===== config.mk =====
export PLATFORM = sky130hd
export DESIGN_NAME = charger_power_state_tracker
export DESIGN_NICKNAME = d
export VERILOG_FILES = /design/src/rtl/cpst_pkg.sv /design/src/rtl/cpst_apb.sv /design/src/rtl/cpst_eval.sv /design/src/rtl/charger_power_state_tracker.sv
export SDC_FILE = /design/constraint.sdc
export NUM_CORES = 1
export LEC_CHECK = 0
export ABC_AREA = 1
export BUFFER_PORTS_ARGS = -buffer_cell sky130_fd_sc_hd__buf_2
export CAP_MARGIN = 20
export CORE_MARGIN = 2
export CORE_UTILIZATION = 50
export DETAILED_ROUTE_END_ITERATION = 8
export GPL_TIMING_DRIVEN = 0
export MAX_ROUTING_LAYER = met4
export PLACE_DENSITY_LB_ADDON = 0.12
export SLEW_MARGIN = 0
export SYNTH_ARGS = -nofsm -noshare
export SYNTH_HDL_FRONTEND = slang
export SYNTH_SLANG_ARGS = --single-unit

===== constraint.sdc =====
create_clock -name clk_i -period 6.1 [get_ports clk_i]
set_input_delay 0.61 -clock clk_i [delete_from_list [all_inputs] [get_ports clk_i]]
set_output_delay 0.61 -clock clk_i [all_outputs]
set_load 0.03 [all_outputs]

===== src/rtl/cpst_pkg.sv =====
// Package for the charger power state tracker.
// Holds the sample and result word types, state and message codes and field constants.
// No dependencies.
package cpst_pkg;

  typedef enum logic [2:0] {
    PS_INIT     = 3'd0,
    PS_BATT     = 3'd1,
    PS_USB_IDLE = 3'd2,
    PS_CHARGING = 3'd3,
    PS_FULL     = 3'd4
  } pstate_e;

  typedef enum logic [2:0] {
    MSG_NONE         = 3'd0,
    MSG_BATT_ONLY    = 3'd1,
    MSG_USB_CONN     = 3'd2,
    MSG_CHARGING     = 3'd3,
    MSG_FULL         = 3'd4,
    MSG_USB_DISCONN  = 3'd5,
    MSG_CHG_STOPPED  = 3'd6
  } msg_e;

  localparam logic [2:0] PhaseMask     = 3'h7;
  localparam logic [3:0] BusMask       = 4'hF;
  localparam logic [2:0] PhaseDone     = 3'd7;
  localparam logic [2:0] PhaseChgLast  = 3'd4;
  localparam logic [7:0] IntervalReset = 8'd5;

  // Register index of the configuration port
  localparam logic RegUpdateInterval = 1'b0;

  typedef struct packed {
    logic        battery_voltage_ok;
    logic [15:0] input_voltage_mv;
    logic        input_voltage_ok;
    logic [15:0] charge_current_ma;
    logic        charge_current_ok;
    logic [7:0]  status_byte;
    logic        status_ok;
  } cpst_in_t;

  typedef struct packed {
    logic [2:0]  power_state;
    logic        state_changed;
    logic [2:0]  message_code;
    logic        charging_active;
    logic [15:0] reported_current_ma;
    logic [2:0]  charge_phase;
    logic [3:0]  bus_kind;
    logic [1:0]  cloud_updates;
  } cpst_out_t;

  // Tracker state carried from one sample to the next
  typedef struct packed {
    pstate_e     power_state;
    logic [7:0]  tick_count;
    logic        charging;
    logic [15:0] held_current;
  } cpst_state_t;

endpackage


===== src/rtl/cpst_apb.sv =====
// APB configuration register for the charger power state tracker.
// Holds the periodic update interval. Depends on cpst_pkg.
module cpst_apb
  import cpst_pkg::*;
(
  input  logic        clk_i,
  input  logic        rst_ni,
  input  logic        psel,
  input  logic        penable,
  input  logic        pwrite,
  input  logic [2:0]  paddr,
  input  logic [31:0] pwdata,
  output logic [31:0] prdata,
  output logic        pready,
  output logic [7:0]  interval_o
);

  logic [7:0] interval_q;
  logic       hit;

  assign hit    = (paddr[2] == RegUpdateInterval);
  assign pready = 1'b1;

  always_ff @(posedge clk_i or negedge rst_ni) begin
    if (!rst_ni) begin
      interval_q <= IntervalReset;
    end else if (psel && penable && pwrite && pready && hit) begin
      interval_q <= pwdata[7:0];
    end
  end

  assign prdata     = hit ? {24'd0, interval_q} : 32'd0;
  assign interval_o = interval_q;

endmodule


===== src/rtl/cpst_eval.sv =====
// Next-state and result logic for one charger sample.
// Pure combinational; depends on cpst_pkg.
module cpst_eval
  import cpst_pkg::*;
(
  input  cpst_in_t    item_i,
  input  cpst_state_t state_i,
  input  logic [7:0]  interval_i,
  output cpst_state_t state_o,
  output cpst_out_t   res_o
);

  logic [15:0] cur;
  logic [2:0]  phase;
  logic [3:0]  bus;
  logic        usb, chg, full, cur_nz, all_ok, changed, periodic;
  pstate_e     nxt;
  msg_e        msg;
  logic [7:0]  tick_inc;

  always_comb begin
    cur    = item_i.charge_current_ok ? item_i.charge_current_ma : 16'd0;
    phase  = item_i.status_ok ? (item_i.status_byte[7:5] & PhaseMask) : 3'd0;
    bus    = item_i.status_ok ? (item_i.status_byte[4:1] & BusMask) : 4'd0;
    cur_nz = (cur != 16'd0);
    usb    = (item_i.input_voltage_mv != 16'd0);
    chg    = cur_nz || (phase >= 3'd1 && phase <= PhaseChgLast);
    full   = (phase == PhaseDone) && !cur_nz;
    all_ok = item_i.battery_voltage_ok && item_i.input_voltage_ok && item_i.status_ok;

    nxt = state_i.power_state;
    if (all_ok) begin
      priority if (!usb)  nxt = PS_BATT;
      else if (full)      nxt = PS_FULL;
      else if (chg)       nxt = cur_nz ? PS_CHARGING : state_i.power_state;
      else                nxt = PS_USB_IDLE;
    end
    changed = (nxt != state_i.power_state);

    msg = MSG_NONE;
    if (changed) begin
      unique case (nxt)
        PS_BATT:     msg = (state_i.power_state == PS_INIT) ? MSG_BATT_ONLY : MSG_USB_DISCONN;
        PS_USB_IDLE: msg = (state_i.power_state == PS_INIT || state_i.power_state == PS_BATT)
                           ? MSG_USB_CONN : MSG_CHG_STOPPED;
        PS_CHARGING: msg = MSG_CHARGING;
        PS_FULL:     msg = MSG_FULL;
        default:     msg = MSG_NONE;
      endcase
    end

    state_o             = state_i;
    state_o.power_state = nxt;
    if (item_i.charge_current_ok) begin
      state_o.held_current = (item_i.input_voltage_ok && !usb) ? 16'd0 : cur;
    end
    if (item_i.status_ok) begin
      state_o.charging = usb && ((phase != 3'd0 && phase != PhaseDone) || cur_nz);
    end

    // tick counter wraps at 8 bits before the compare
    tick_inc = state_i.tick_count + 8'd1;
    periodic = (tick_inc >= interval_i);
    state_o.tick_count = periodic ? 8'd0 : tick_inc;

    res_o.power_state         = nxt;
    res_o.state_changed       = changed;
    res_o.message_code        = msg;
    res_o.charging_active     = state_o.charging;
    res_o.reported_current_ma = state_o.held_current;
    res_o.charge_phase        = phase;
    res_o.bus_kind            = bus;
    res_o.cloud_updates       = {1'b0, changed} + {1'b0, periodic};
  end

endmodule


===== src/rtl/charger_power_state_tracker.sv =====
// Charger power state tracker, top level.
// Each accepted word passes the input register, then the result register.
// Throughput: one word per cycle unless out_ready_i stalls; state_q updates once per word.
// Reset: asynchronous active low; state init, counters and flags zero, interval 5,
// both pipeline registers empty.
module charger_power_state_tracker
  import cpst_pkg::*;
(
  input  logic        clk_i,
  input  logic        rst_ni,
  input  logic        in_valid_i,
  output logic        in_ready_o,
  input  cpst_in_t    in_data_i,
  output logic        out_valid_o,
  input  logic        out_ready_i,
  output cpst_out_t   out_data_o,
  input  logic        psel,
  input  logic        penable,
  input  logic        pwrite,
  input  logic [2:0]  paddr,
  input  logic [31:0] pwdata,
  output logic [31:0] prdata,
  output logic        pready
);

  logic        s1_valid_q, out_valid_q, adv;
  cpst_in_t    s1_data_q;
  cpst_out_t   out_q, res;
  cpst_state_t state_q, state_d;
  logic [7:0]  interval;

  cpst_apb u_apb (
    .clk_i      (clk_i),
    .rst_ni     (rst_ni),
    .psel       (psel),
    .penable    (penable),
    .pwrite     (pwrite),
    .paddr      (paddr),
    .pwdata     (pwdata),
    .prdata     (prdata),
    .pready     (pready),
    .interval_o (interval)
  );

  cpst_eval u_eval (
    .item_i     (s1_data_q),
    .state_i    (state_q),
    .interval_i (interval),
    .state_o    (state_d),
    .res_o      (res)
  );

  assign adv        = !out_valid_q || out_ready_i;
  assign in_ready_o = !s1_valid_q || adv;

  always_ff @(posedge clk_i or negedge rst_ni) begin
    if (!rst_ni) begin
      s1_valid_q  <= 1'b0;
      out_valid_q <= 1'b0;
      state_q     <= '{power_state: PS_INIT, tick_count: 8'd0, charging: 1'b0,
                       held_current: 16'd0};
    end else begin
      if (in_ready_o) begin
        s1_valid_q <= in_valid_i;
      end
      if (adv) begin
        out_valid_q <= s1_valid_q;
        if (s1_valid_q) begin
          state_q <= state_d;
        end
      end
    end
  end

  always_ff @(posedge clk_i) begin
    if (in_valid_i && in_ready_o) begin
      s1_data_q <= in_data_i;
    end
    if (adv && s1_valid_q) begin
      out_q <= res;
    end
  end

  assign out_valid_o = out_valid_q;
  assign out_data_o  = out_q;

endmodule


==> impl_metrics.csv, run 1 <==
group,metric,value,unit
synth,synth_ff_type,"edfxtp_1",
timing,slew-limit-headroom,0.409,
placed_design,dp_cells,723,
placed_design,post_dp_cell_area,5850,um^2
worst_setup_path,rr_endpoint,"out_data_o[0]$_DFFE_PP_",
worst_setup_path,start_kind,"flop",
synth,synth_simple_gate_area_share,0.156,
synth,synth_edf_count,76,
synth,synth_fa_ha_area_frac,0.0246,
worst_setup_path,worstReg2RegStart,"state_q[19]$_DFFE_PN0P_",
synth,yosys.area.top_type,"edfxtp_1",
worst_setup_path,crit_type,"flop to flop",
synth,synth.avg_cell_area,10.9,um^2
drt,drtPass1Iterations,4,
grt,grt_antenna_before_repair,0,
timing,period_needed,2.56,ns
synth,synth_top_family_by_area,"simple AND/OR/NAND/NOR gates",
timing,tightest_slew,0.886,ns
power,powerDensity,413,nW/um^2
power,finalPower,2660,uW
final_layout,layout-drive-gt1-share,0.317,
final_layout,area_growth,26.8,%
drt,routedWlPerCell,12.6,um
power,p_int,1840,uW
grt,grt_util_all_layers,0.191,
job,cap_violations,0,
drt,routed_via_density,4.61,
synth,ys_seq_elements,114,
drt,dr.first_iter.drc_count,190,
power,leakagePower,0.00304,uW
synth,synthArstFlopShare,0.333,
final_layout,diodes,0,
clocking,cts-root-buf,"clkbuf_8",
synth,synth-seq-area-share,0.637,
final_layout,final_cell_count_no_fill,755,
power,p_switching,816,uW
synth,synth_top_area_frac,0.449,
grt,grt-ovfl-total,0,
synth,synth_cell_type_count,34,
power,power_frac_clock,0.362,
worst_setup_path,cp_data_arrival_time,2.82,ns
clocking,post-cts-setup-buffers,0,
placed_design,gp_congestion,0.821,
worst_setup_path,crit_fanout,3,
clocking,post_cts_resized,0,
clocking,clock_sinks,114,
worst_setup_path,crit_path_end,"out_data_o[0]$_DFFE_PP_",
power,p_seq_frac,0.398,
clocking,cts_hold_repair.buffers,0,
synth,synth.area.mux_share,0,
timing,rsz0062_at_grt,"false",
run_status,status,"finished clean",
worst_setup_path,reg2regPathDepth,10,
floorplan,die-area,11000,um^2
floorplan,die_x,105,um
synth,syn-cell-area,5080,um^2
drt,vias,3477,
synth,synth_compound_area_frac,0.0680,
synth,synth_area_leaders,"edfxtp_1, dfrtp_1, nand2_1",
power,ir_drop,0.000170,V
grt,grt_pass1_vias,3426,
drt,drt-total-wl,9.50,mm
timing,finClkSkew,0.00656,ns
timing,clock.fmax,390,MHz
timing,finalSetupViolations,0,
worst_setup_path,critPathRequiredTime,6.35,ns
drt,antenna_left,0,
worst_setup_path,endpoint_kind,"flop",
placed_design,place_hpwl,6.71,mm
synth,yosys_warnings,0,
clocking,cts_max_level,4,
final_layout,finalNetCount,705,
synth,synth-xor-area-share,0.0138,
synth,syn_inst,466,
floorplan,die_h,105,um
grt,grt_max_degree,44,
worst_setup_path,reg2reg_setup_slack,3.54,ns
worst_setup_path,critPathLaunch,"state_q[19]$_DFFE_PN0P_",
timing,min_period_over_period,0.420,
grt,grt_pass1_wl,15.8,mm
power,swShare,0.307,
timing,whs,0.230,ns
timing,hold_viol,0,
floorplan,initial_core_util,0.517,
placed_design,port_buffers,100,
power,p_comb_frac,0.240,
min_path,min_path_type,"primary input to async pin",
clocking,clk_pin_slew,0.05,ns
floorplan,fp-row-count,36,
drt,remaining_drc_errors,0,
clocking,cts_buffers,17,
floorplan,ioPinCount,154,
timing,drv_slew,0,
floorplan,fp.coreArea,9820,um^2
final_layout,design_area,6440,um^2
clocking,tritoncts,"yes",
timing,tns,0,ns
clocking,clk_latency,0.51,ns
clocking,cts_buffer_depth,2,
sequential cells by signal (all words and copies together) (netlist names):
register          cells
s1_data_q            43
out_data_o           33
state_q              28
u_apb.interval_o      8
out_valid_o           1
s1_valid_q            1
routing by layer:
metal,vias to the layer above,global-route usage,wire [um]
li1,1779,-,-
met1,1553,0.230,4040
met2,132,0.305,4680
met3,13,0.0530,629
met4,0,0.0810,150
met5,-,-,0
layout by cell type (no fill, tap or decap), drive strengths merged:
| master | count |
|---|---|
| a21oi | 13 |
| dfstp | 2 |
| xor2 | 8 |
| nand3 | 25 |
| ha | 10 |
| o21a | 1 |
| and3 | 1 |
| clkbuf | 30 |
| bufinv | 3 |
| buf | 130 |
| and2 | 1 |
| conb | 25 |
| clkinvlp | 3 |
| inv | 64 |
| o21ai | 31 |
| o22ai | 17 |
| nor3 | 4 |
| dfrtp | 36 |
| nand4 | 3 |
| nor2 | 43 |
| nand2 | 90 |
| edfxtp | 76 |
| clkinv | 6 |
layout make-up:
| class | count | area (um^2) |
|---|---|---|
| inverter | 65 | 244 |
| clock inverter | 11 | 136 |
| buffer | 38 | 262 |
| tap | 133 | 166 |
| multi-input combinational | 272 | 1430 |
| fill | 791 | 3380 |
| sequential | 114 | 3240 |
| timing repair buffer | 101 | 520 |
| clock buffer | 21 | 449 |
power by group through the flow:
stage / sequential, uW / clock (uW) / combinational, uW
after detailed placement: 1070 / 0 / 636
after floorplan: 1160 / 0 / 381
after global placement: 1070 / 0 / 607
after global routing: 1080 / 1010 / 715
after CTS: 1060 / 981 / 642
final: 1060 / 964 / 637
cells in the mapped netlist, types with 8 or more instances:
library cell / count
dfrtp_1: 36
inv_1: 61
buf_4: 26
xor2_1: 8
nand2_2: 14
nor2_1: 35
clkbuf_1: 9
nand2_1: 73
ha_1: 10
edfxtp_1: 76
o22ai_1: 17
nand3_1: 22
o21ai_0: 28
a21oi_1: 12
worst min path at each step:
stage	end	slack (ns)	cells after the start
floorplan	out_valid_o$_DFFE_PN0P_	0.31	0
detailed placement	u_apb.interval_o[0]$_DFFE_PN1P_	0.48	2
finish	u_apb.interval_o[1]$_DFFE_PN0P_	0.23	1
global placement	u_apb.interval_o[0]$_DFFE_PN1P_	0.48	2
global route	s1_data_q[9]$_DFFE_PP_	0.25	1
CTS	u_apb.interval_o[1]$_DFFE_PN0P_	0.24	1
stage by stage:
stage	utilization	worst slack, ns
after floorplan	-	3.63
after global placement	0.594	2.91
after detailed placement	0.596	3.53
after CTS	0.656	3.52
after global routing	0.656	3.17
final	0.656	3.54
cells by family after synthesis:
kind of cell,after synthesis
AO/OA/AOI/OAI,62
other,2
AND/OR/NAND/NOR,167
XOR/XNOR,8
flip-flops,114
buffers and inverters,103
adder cells (fa/ha/maj),10
critical path: stages (launching register included):
cell and delay, ns:
dfrtp_1 0.38, inv_1 0.06, nor3_1 0.28, nand3_1 0.17
nor3_1 0.20, xor2_1 0.21, ha_1 0.27, a21oi_1 0.17
o21a_1 0.14, nand3_1 0.11, ha_1 0.30
Note: power is estimated with default switching activity, not from simulation.
==> run 2: changes to the inputs <==
--- a/config.mk
+++ b/config.mk
@@ -5,7 +5,7 @@
 export SDC_FILE = /design/constraint.sdc
 export NUM_CORES = 1
 export LEC_CHECK = 0
-export ABC_AREA = 1
+export ABC_AREA = 0
 export BUFFER_PORTS_ARGS = -buffer_cell sky130_fd_sc_hd__buf_2
 export CAP_MARGIN = 20
 export CORE_MARGIN = 2
==> constraint.sdc (replaced) <==
create_clock -name clk_i -period 2.41 [get_ports clk_i]
set_input_delay 0.241 -clock clk_i [delete_from_list [all_inputs] [get_ports clk_i]]
set_output_delay 0.241 -clock clk_i [all_outputs]
set_load 0.03 [all_outputs]
==> run 2 against run 1 <==
Effect of this change: critical path type unchanged; sequential share of layout area decreased by 3.2 points; via count fell by 1.7%; first-iteration DRC count fell by 37%; non-clock buffer count rose by 57; flip-flop and latch count unchanged; synthesized cell count fell by 25%.
==> impl_metrics.csv, run 2 <==
group,metric,value,unit
grt,busiest_layer,"met2",
min_path,hold_end,"out_valid_o$_DFFE_PN0P_",
synth,yosys.area.top_type,"edfxtp_1",
drt,drtPass1Iterations,4,
final_layout,final_common_cell,"buf_2",
final_layout,layout_common_cells,"buf_2, edfxtp_1, dlygate4sd3_1, buf_4, dfrtp_1",
worst_setup_path,max_stage_delay,0.39,ns
floorplan,fp.coreArea,9330,um^2
timing,finClkSkew,0.0143,ns
floorplan,die_h,103,um
grt,met2_usage,0.333,
grt,grt-ovfl-total,0,
worst_setup_path,worstReg2RegStart,"state_q[18]$_DFFE_PN0P_",
worst_setup_path,rr_endpoint,"out_data_o[0]$_DFFE_PP_",
drt,routedWlPerCell,14.4,um
timing,slew-limit-headroom,0.327,
min_path,min_path_type,"primary input to flop",
worst_setup_path,start_kind,"flop",
worst_setup_path,crit_chain,"and3_4 -> nand3_4 -> xnor2_2 -> ha_1 -> a2111oi_2 -> o21ai_1 -> and2_4 -> ha_4",
worst_setup_path,cp_data_arrival_time,2.62,ns
drt,drt-total-wl,10.0,mm
grt,grt_pass1_vias,3265,
timing,hold_viol,0,
drt,antenna_left,0,
timing,clock.fmax,424,MHz
final_layout,largest_register_ffs,43,
drt,routed_via_density,4.92,
final_layout,finalNetCount,649,
worst_setup_path,critPathRequiredTime,2.67,ns
clocking,tritoncts,"yes",
final_layout,area_growth,41.5,%
synth,synthArstFlopShare,0.333,
grt,met3_usage,0.0549,
placed_design,dp_cells,603,
power,leakagePower,0.00303,uW
timing,whs,0.0272,ns
floorplan,die-area,10500,um^2
worst_setup_path,reg2reg_setup_slack,0.05,ns
power,powerDensity,901,nW/um^2
timing,drv_slew,0,
clocking,cts_buffers,17,
synth,synth.avg_cell_area,13.9,um^2
drt,remaining_drc_errors,0,
floorplan,die_x,103,um
worst_setup_path,slowest_stage,"dfrtp_2",
min_path,hold_path_startpoint,"out_ready_i",
synth,synth_top_area_frac,0.469,
grt,grt_pass1_wl,15.5,mm
synth,ys_seq_elements,114,
worst_setup_path,endpoint_kind,"flop",
drt,vias,3419,
floorplan,ioPinCount,154,
final_layout,top_register,"s1_data_q",
placed_design,place_hpwl,6.09,mm
final_layout,final_cell_count_no_fill,695,
clocking,cts_buffer_depth,2,
synth,synth_area_leaders,"edfxtp_1, dfrtp_1, a22o_1",
clocking,clock_sinks,114,
synth,syn_inst,350,
clocking,clk_pin_slew,0.05,ns
clocking,clk_latency,0.51,ns
synth,syn-cell-area,4860,um^2
final_layout,diodes,0,
job,cap_violations,0,
synth,yosysMostFrequentCell,"edfxtp_1",
floorplan,fp-row-count,35,
power,ir_drop,0.000683,V
placed_design,port_buffers,100,
drt,dr.first_iter.drc_count,119,
synth,synth_edf_count,76,
min_path,whs_path_depth,3,
grt,use_met1,0.245,
synth,synth_ff_type,"edfxtp_1",
final_layout,layout-drive-gt1-share,0.378,
timing,tightest_slew,1.01,ns
synth,synth_common_cells,"edfxtp_1, dfrtp_1, a22o_1",
worst_setup_path,crit_type,"flop to flop",
worst_setup_path,reg2regPathDepth,8,
grt,grt_util_all_layers,0.203,
worst_setup_path,crit_fanout,4,
clocking,cts_max_level,4,
run_status,status,"finished clean",
synth,synth_cell_type_count,49,
timing,period_needed,2.36,ns
timing,finalSetupViolations,0,
placed_design,gp_congestion,0.803,
grt,grt_antenna_before_repair,0,
timing,min_period_over_period,0.978,
clocking,cts-root-buf,"clkbuf_8",
grt,grt_max_degree,44,
synth,yosys_warnings,0,
synth,synth-seq-area-share,0.665,
floorplan,initial_core_util,0.521,
## run 2: cell count changes after synthesis, moves of 17 or more
cell	previous run	this run
a22o_1	0	32
inv_1	61	13
nand2_1	73	28
nor2_1	35	13
o21ai_0	28	7
o22ai_1	17	0
## run 2: kinds of logic (layout without fill, tap and decap cells)
logic type               Yosys count  count (layout)  synth area share
AO/OA/AOI/OAI                     68              68             0.110
XOR/XNOR                           6               6            0.0108
adder cells (fa/ha/maj)           10              10            0.0257
buffers and inverters             49             242            0.0574
flip-flops                       114             114             0.665
multiplexers                       8               8            0.0185
other                              2              25           0.00154
AND/OR/NAND/NOR                   93              93             0.111
## run 2: critical path: cells and delay by family, from the launching register on
kind,cells,cell delay [ns]
adder cells (fa/ha/maj),2,0.52
flip-flops,1,0.39
XOR/XNOR,1,0.16
AO/OA/AOI/OAI,2,0.52
AND/OR/NAND/NOR,3,0.53
## run 2: what timing repair did
action | 4_1_cts | 5_1_grt
cloned | 0 | 0
endpoints found under the setup margin | 8 | 2
buffers inserted | 4 | 5
pin swaps | 2 | 6
gates resized for setup | 4 | 16
endpoints found under the hold margin | 88 | 0
hold buffers | 53 | 0
## run 2: worst max path at each step
stage,start,end,slack [ns]
after floorplan,state_q[19]$_DFFE_PN0P_,out_data_o[0]$_DFFE_PP_,0.006
after global placement,state_q[19]$_DFFE_PN0P_,out_data_o[0]$_DFFE_PP_,-0.31
after detailed placement,state_q[19]$_DFFE_PN0P_,out_data_o[0]$_DFFE_PP_,-0.33
after CTS,state_q[18]$_DFFE_PN0P_,out_data_o[0]$_DFFE_PP_,0.02
after global routing,state_q[18]$_DFFE_PN0P_,out_data_o[0]$_DFFE_PP_,-0.04
final,state_q[18]$_DFFE_PN0P_,out_data_o[0]$_DFFE_PP_,0.05
## run 2: routing by layer
| layer | vias to the layer above | routed length [um] |
|---|---|---|
| li1 | 1651 | - |
| met1 | 1655 | 4100 |
| met2 | 101 | 5300 |
| met3 | 12 | 507 |
| met4 | 0 | 98 |
| met5 | - | 0 |
## run 2: where the power goes
part,internal [uW],switching (uW)
logic,604,709
clock network,1470,869
registers,2390,165
## run 2: area by class of cell
cell class | instances | area, um^2
flip-flops and latches | 114 | 3240
plain buffers | 33 | 220
fillers | 634 | 2450
well taps | 129 | 161
repair buffers | 163 | 1120
multi-input cells | 210 | 1530
clock buffers | 19 | 422
clock inverters | 13 | 140
inverters | 14 | 52.6
## run 2: per-stage QoR
stage	TNS (ns)	power [uW]	util	setup slack [ns]	cell area, um^2
after CTS	0	6100	0.724	0.0215	6760
after global routing	-0.0599	6500	0.737	-0.0439	6880
after global placement	-0.529	3610	0.602	-0.309	5610
after floorplan	0	3350	-	0.00593	4950
final	0	6200	0.737	0.0539	6880
after detailed placement	-0.643	3640	0.604	-0.332	5630
